### config.mk
export PLATFORM = sky130hd
export DESIGN_NAME = c_lexical_nesting_tracker_unit
export DESIGN_NICKNAME = d
export VERILOG_FILES = /design/src/hdl/lnt_pkg.sv /design/src/hdl/c_lexical_nesting_tracker_unit.sv /design/src/hdl/lnt_next.sv
export SDC_FILE = /design/constraint.sdc
export NUM_CORES = 1
export LEC_CHECK = 0
export BUFFER_PORTS_ARGS = -buffer_cell sky130_fd_sc_hd__buf_4
export CAP_MARGIN = 0
export CORE_UTILIZATION = 35
export DETAILED_ROUTE_END_ITERATION = 6
export PLACE_DENSITY_LB_ADDON = 0.2
export SYNTH_ARGS = -nofsm -noshare
export SYNTH_HDL_FRONTEND = slang
export SYNTH_SLANG_ARGS = --single-unit
### constraint.sdc
create_clock -name clk -period 7.2 [get_ports clk]
set_input_delay 0 -clock clk [delete_from_list [all_inputs] [get_ports clk]]
set_output_delay 0 -clock clk [all_outputs]
set_load 0.005 [all_outputs]
### src/hdl/lnt_pkg.sv
// Shared types and constants for the C lexical nesting tracker.
// Holds the beat structs, lexer state codes, error codes and character codes.
// No dependencies.
`default_nettype none

package lnt_pkg;

	// Default width of the nesting counter
	localparam int NEST_WIDTH_DEF = 8;

	// Width of the depth field in a result beat
	localparam int DEPTH_OUT_W = 8;

	// Item actions
	localparam logic ACT_SCAN    = 1'b0;
	localparam logic ACT_RESTART = 1'b1;

	// Lexer states
	typedef enum logic [2:0] {
		LEX_NORMAL = 3'd0,
		LEX_STRING = 3'd1,
		LEX_CHAR   = 3'd2,
		LEX_SLASH  = 3'd3,
		LEX_BLOCK  = 3'd4,
		LEX_LINE   = 3'd5
	} lex_state_t;

	// Error codes
	typedef enum logic [1:0] {
		ERR_NONE    = 2'd0,
		ERR_CLOSER  = 2'd1,
		ERR_NEWLINE = 2'd2
	} err_code_t;

	// Character codes
	localparam logic [7:0] CH_LBRACE  = 8'h7B;
	localparam logic [7:0] CH_LPAREN  = 8'h28;
	localparam logic [7:0] CH_LBRACK  = 8'h5B;
	localparam logic [7:0] CH_RBRACE  = 8'h7D;
	localparam logic [7:0] CH_RPAREN  = 8'h29;
	localparam logic [7:0] CH_RBRACK  = 8'h5D;
	localparam logic [7:0] CH_DQUOTE  = 8'h22;
	localparam logic [7:0] CH_SQUOTE  = 8'h27;
	localparam logic [7:0] CH_SLASH   = 8'h2F;
	localparam logic [7:0] CH_STAR    = 8'h2A;
	localparam logic [7:0] CH_NEWLINE = 8'h0A;
	localparam logic [7:0] CH_BSLASH  = 8'h5C;

	// Input beat
	typedef struct packed {
		logic       action;
		logic [7:0] byte_value;
		logic [7:0] start_nesting;
		logic       chunk_last;
	} in_item_t;

	// Result beat
	typedef struct packed {
		logic [DEPTH_OUT_W-1:0] nesting_depth;
		lex_state_t             lex_state;
		logic                   at_top_level;
		err_code_t              error_code;
		logic                   chunk_end;
	} out_item_t;

	// Lexer flags carried between the state registers and the next-state logic
	typedef struct packed {
		lex_state_t state;
		logic       escape;
		logic       star;
	} lex_flags_t;

endpackage

`default_nettype wire

### src/hdl/c_lexical_nesting_tracker_unit.sv
// Bracket nesting tracker for C/C++ source, one byte per beat.
// Latency: a result beat is registered and valid in the cycle after its item is accepted.
// Throughput: one item per cycle while result_ready holds; the result register drains while the next item enters.
// Reset: clears the lexer to normal code, depth zero, flags clear, no result pending.
// Depends on lnt_pkg and lnt_next.
`default_nettype none

module c_lexical_nesting_tracker_unit import lnt_pkg::*; #(
	parameter int NEST_WIDTH = NEST_WIDTH_DEF
) (
	input  wire        clk,
	input  wire        arst_n,
	input  wire        item_valid,
	output logic       item_ready,
	input  in_item_t   item,
	output logic       result_valid,
	input  wire        result_ready,
	output out_item_t  result
);

	lex_flags_t            flags_q;
	logic [NEST_WIDTH-1:0] depth_q;
	lex_flags_t            nxt_flags;
	logic [NEST_WIDTH-1:0] nxt_depth;
	out_item_t             nxt_result;
	out_item_t             result_q;
	logic                  result_valid_q;
	logic                  item_fire;

	// Take a new item whenever the result register is empty or draining
	assign item_ready = !result_valid_q || result_ready;
	assign item_fire  = item_valid && item_ready;

	lnt_next #(
		.NEST_WIDTH(NEST_WIDTH)
	) u_next (
		.item      (item),
		.cur_flags (flags_q),
		.cur_depth (depth_q),
		.nxt_flags (nxt_flags),
		.nxt_depth (nxt_depth),
		.result    (nxt_result)
	);

	// Hold lexer state; advance it on each accepted beat
	always_ff @(posedge clk or negedge arst_n) begin
		if (!arst_n) begin
			flags_q.state  <= LEX_NORMAL;
			flags_q.escape <= 1'b0;
			flags_q.star   <= 1'b0;
			depth_q        <= '0;
		end else if (item_fire) begin
			flags_q <= nxt_flags;
			depth_q <= nxt_depth;
		end
	end

	// Result valid flag
	always_ff @(posedge clk or negedge arst_n) begin
		if (!arst_n) begin
			result_valid_q <= 1'b0;
		end else if (item_fire) begin
			result_valid_q <= 1'b1;
		end else if (result_ready) begin
			result_valid_q <= 1'b0;
		end
	end

	// Result payload
	always_ff @(posedge clk) begin
		if (item_fire) begin
			result_q <= nxt_result;
		end
	end

	assign result_valid = result_valid_q;
	assign result       = result_q;

endmodule

`default_nettype wire

### src/hdl/lnt_next.sv
// Next-state and result logic for one beat of the nesting tracker.
// Purely combinational; depends on lnt_pkg.
`default_nettype none

module lnt_next import lnt_pkg::*; #(
	parameter int NEST_WIDTH = NEST_WIDTH_DEF
) (
	input  in_item_t              item,
	input  lex_flags_t            cur_flags,
	input  logic [NEST_WIDTH-1:0] cur_depth,
	output lex_flags_t            nxt_flags,
	output logic [NEST_WIDTH-1:0] nxt_depth,
	output out_item_t             result
);

	// Common width for comparing the 8-bit start depth with the counter
	localparam int CMP_W = (NEST_WIDTH > DEPTH_OUT_W) ? NEST_WIDTH : DEPTH_OUT_W;
	localparam logic [NEST_WIDTH-1:0] DEPTH_MAX = {NEST_WIDTH{1'b1}};

	logic              as_normal;
	err_code_t         err;
	logic [CMP_W-1:0]  start_ext;
	logic [CMP_W-1:0]  max_ext;
	logic [CMP_W-1:0]  depth_ext;
	logic [7:0]        b;

	assign b         = item.byte_value;
	assign start_ext = CMP_W'(item.start_nesting);
	assign max_ext   = CMP_W'(DEPTH_MAX);

	// Advance the lexer by one byte, or restart it
	always_comb begin
		nxt_flags = cur_flags;
		nxt_depth = cur_depth;
		err       = ERR_NONE;
		as_normal = 1'b0;

		if (item.action == ACT_RESTART) begin
			nxt_flags.state  = LEX_NORMAL;
			nxt_flags.escape = 1'b0;
			nxt_flags.star   = 1'b0;
			nxt_depth = (start_ext > max_ext) ? DEPTH_MAX : NEST_WIDTH'(start_ext);
		end else begin
			case (cur_flags.state) inside
				LEX_STRING, LEX_CHAR: begin
					if (cur_flags.escape) begin
						nxt_flags.escape = 1'b0;
					end else if ((cur_flags.state == LEX_STRING && b == CH_DQUOTE) ||
					             (cur_flags.state == LEX_CHAR && b == CH_SQUOTE)) begin
						nxt_flags.state = LEX_NORMAL;
					end else if (b == CH_BSLASH) begin
						nxt_flags.escape = 1'b1;
					end else if (b == CH_NEWLINE) begin
						err = ERR_NEWLINE;
					end
				end
				LEX_SLASH: begin
					if (b == CH_STAR) begin
						nxt_flags.state = LEX_BLOCK;
						nxt_flags.star  = 1'b0;
					end else if (b == CH_SLASH) begin
						nxt_flags.state = LEX_LINE;
					end else begin
						as_normal = 1'b1;
					end
				end
				LEX_BLOCK: begin
					if (cur_flags.star && b == CH_SLASH) begin
						nxt_flags.state = LEX_NORMAL;
						nxt_flags.star  = 1'b0;
					end else begin
						nxt_flags.star = (b == CH_STAR);
					end
				end
				LEX_LINE: begin
					if (b == CH_NEWLINE) begin
						nxt_flags.state = LEX_NORMAL;
					end
				end
				default: begin
					as_normal = 1'b1;
				end
			endcase

			// Handle a byte of normal code: brackets, literal and comment openers
			if (as_normal) begin
				nxt_flags.state = LEX_NORMAL;
				case (b) inside
					CH_LBRACE, CH_LPAREN, CH_LBRACK: begin
						if (cur_depth != DEPTH_MAX) begin
							nxt_depth = cur_depth + NEST_WIDTH'(1);
						end
					end
					CH_RBRACE, CH_RPAREN, CH_RBRACK: begin
						if (cur_depth == '0) begin
							err = ERR_CLOSER;
						end else begin
							nxt_depth = cur_depth - NEST_WIDTH'(1);
						end
					end
					CH_DQUOTE: nxt_flags.state = LEX_STRING;
					CH_SQUOTE: nxt_flags.state = LEX_CHAR;
					CH_SLASH:  nxt_flags.state = LEX_SLASH;
					default: ;
				endcase
			end
		end
	end

	// Format the result beat from the updated state
	assign depth_ext = CMP_W'(nxt_depth);

	always_comb begin
		result.nesting_depth = depth_ext[DEPTH_OUT_W-1:0];
		result.lex_state     = nxt_flags.state;
		result.at_top_level  = (nxt_flags.state == LEX_NORMAL ||
		                        nxt_flags.state == LEX_SLASH) && (nxt_depth == '0);
		result.error_code    = err;
		result.chunk_end     = item.chunk_last;
	end

endmodule

`default_nettype wire

==> flow_metrics.py <==
metrics = {
    "flow_run": {
        "cap_violations": 0,
    },
    "final_layout": {
        "final_layout_size_suffix_gt1_share_pct": 24.0,
        "nNetsFinal": 287,
        "diodes": 0,
        "syn_to_final_growth_pct": 19.7,
    },
    "grt": {
        "grt_start_max_net_pins": 24,
        "grt_first_pass_wirelength_um": 8830,
        "antenna_found_initial": 0,
        "grt_pass1_vias": 1679,
        "grt_overflow": 0,
        "grt_use_total_pct": 18.4,
    },
    "sta": {
        "relSlewSlack_pct": 50.0,
        "finalHoldViolations": 0,
        "fmax_mhz": 371,
        "setup_slack_ns": 4.51,
        "maxSlewViolCount": 0,
        "fin_skew_ns": 0.00720,
        "finalSetupTns_ns": 0,
        "setup-violations-final": 0,
        "period_minus_slack_ns": 2.69,
        "rsz0062_at_grt": "no",
        "worst_pin_slew_ns": 0.745,
        "finalCritPeriodShare_pct": 37.4,
    },
    "power": {
        "cellLeakagePower_nw": 0.934,
        "ir_worst_vdd_mv": 0.113,
        "powerDensity_nw_per_um2": 178,
    },
    "drt": {
        "antenna_left": 0,
        "first_pass_iters": 4,
        "wl_per_cell_um": 16.4,
        "avgViaCountPerCell": 5.59,
        "drt-total-wl_um": 5490,
        "drc": 0,
        "dr.first_iter.drc_count": 109,
        "dr_total_vias": 1871,
    },
    "synthesis": {
        "syn-cell-area_um2": 2080,
        "synth.top_cells.by_area": "edfxtp_1 22%, dfrtp_1 17%, nand2_1 4.0%",
        "synth_flop_cell": "edfxtp_1",
        "seq_area_frac_synth_pct": 38.5,
        "syn-num-nets": 256,
        "synthCells": 231,
        "ys_warn_count": 0,
        "synth_top_area_share_pct": 21.6,
        "synthArstFlopShare_pct": 48.3,
        "synth_area_per_cell_um2": 9.01,
        "ys_seq_elements": 29,
        "ys_types": 63,
        "synth_edf_count": 15,
        "yosys.area.top_type": "edfxtp_1",
    },
    "worst_setup_path": {
        "crit_arrival_ns": 2.80,
        "required_ns": 7.31,
        "critPathKind": "flip-flop to flip-flop",
        "cp_slowest_cell": "o311ai_0",
        "cp_cell_sequence": "nand3_1, o21a_1, o311ai_0, o2111ai_1, o211a_1, or3_1, nor4_2",
        "worstSetupEndpointType": "flip-flop",
        "crit_fanout": 13,
        "cp_slowest_stage_delay_ns": 0.59,
        "start_kind": "flip-flop",
    },
    "clock_network": {
        "insertion_delay_ns": 0.28,
        "path_clk_slew_ns": 0.07,
        "cts_sinks": 29,
        "htree_levels": 2,
        "tritoncts": "yes",
        "cts_root_buffer": "clkbuf_8",
        "cts_resized": 0,
        "cts-buffers-inserted": 5,
        "clockBufferDepth": 2,
    },
    "placement": {
        "place_hpwl_um": 4030,
        "post-place-ws_ns": 4.54,
        "portBuffers": 38,
        "routabilityCongestion": 0.946,
    },
    "die": {
        "core_um2": 5610,
        "dieArea_um2": 6260,
        "die_w_um": 79.1,
        "die_h_um": 79.1,
        "io_pins": 39,
        "initial_core_util_pct": 37.1,
        "row_count": 27,
    },
    "worst_hold_path": {
        "holdCritPathClass": "input port to flip-flop",
    },
    "run_status": {
        "status": "completed",
    },
}
## registers in the layout (all words and copies together), names as in the netlist
signal        count
flags_q           5
result_valid      1
result           15
depth_q           8
## repair_timing
action                                 4_1_cts  5_1_grt
setup buffers                                0        0
hold buffers                                 3        0
endpoints found under the hold margin       16        0
## kinds of logic (layout without fill, tap and decap cells)
| kind of cell | count (synthesis) | count (layout) | synth area share [%] |
|---|---|---|---|
| compound gates | 65 | 65 | 24.0 |
| xor+xnor | 5 | 5 | 2.10 |
| fa+ha+maj | 3 | 3 | 1.80 |
| buf+inv | 29 | 61 | 6.07 |
| flops | 29 | 29 | 38.5 |
| mux | 3 | 3 | 1.62 |
| simple gates | 97 | 97 | 25.9 |
## per-stage QoR
step / util (%) / hold WS [ns] / instances / power [W] / cell area (um^2)
2_1_floorplan: - / -0.296 / 231 / 0.000275 / 2080
3_3_place_gp: 42.4 / -0.126 / 324 / 0.000314 / 2380
3_5_place_dp: 42.4 / -0.129 / 324 / 0.000313 / 2380
4_1_cts: 44.4 / 0.0341 / 335 / 0.000446 / 2490
5_1_grt: 44.4 / 0.0502 / 335 / 0.000468 / 2490
6_report: 44.4 / 0.0357 / 335 / 0.000443 / 2490
## final cells by class
cell class                      instances  area, um^2
Inverter                               12        45.0
Clock buffer                            5        68.8
Sequential cell                        29         801
Timing Repair Buffer                   41         315
Fill cell                             560        3120
Clock inverter                          3        17.5
Tap cell                               72        90.1
Multi-Input combinational cell        173        1150
## cell usage in the layout (no fill, tap or decap), drive strengths merged, types with 5 or more instances in the layout
cell type	count
xnor2	5
nand2b	11
nand2	22
a21oi	8
nor3	8
nor2	16
edfxtp	15
nand3	7
o21ai	12
nand4	5
dfrtp	14
inv	11
clkbuf	5
o2111ai	8
buf	38
## synthesized netlist by cell type (all sizes together) (4+ instances only)
cell and number:
xnor2 5, or3 4, nand2 22, nor3 8, o2111ai 8, nand3 7
o21ai 12, a21oi 8, edfxtp 15, clkbuf 12, a211oi 4, nand4 5
buf 5, nand2b 11, dfrtp 14, or2 4, inv 11, nor2 16
## routing by layer
layer	share of wire (%)	track usage, %
met1	50	27.5
met2	44	27.1
met3	4.2	2.07
met4	1.7	6.36
met5	0	0
## worst max-delay path, delay by kind of cell (launching register included)
kind | cells | cell delay [ns]
AOI/OAI and AO/OA | 4 | 1.24
and+or+nand+nor | 3 | 0.72
DFF | 1 | 0.56
## final timing paths
| check | startpoint | end | slack (ns) | cells after the start |
|---|---|---|---|---|
| hold / removal | result_ready | result_valid | 0.04 | 3 |
| setup reg to reg | depth_q[2] | result[3] | 4.51 | 7 |
| min in group asynchronous | arst_n | flags_q[0] | 0.11 | 2 |
| hold reg to reg | flags_q[1] | flags_q[1] | 0.52 | 2 |
| setup / recovery | depth_q[2] | result[3] | 4.51 | 7 |
| max in group asynchronous | arst_n | depth_q[1] | 6.91 | 2 |
## power breakdown
group          switching (W)  internal (W)  leakage (nW)   total, W
clock              0.0000637     0.0000665        0.0439   0.000130
combinational      0.0000518     0.0000456         0.571  0.0000974
sequential         0.0000244      0.000191         0.319   0.000215
(Power assumes the default switching activity.)
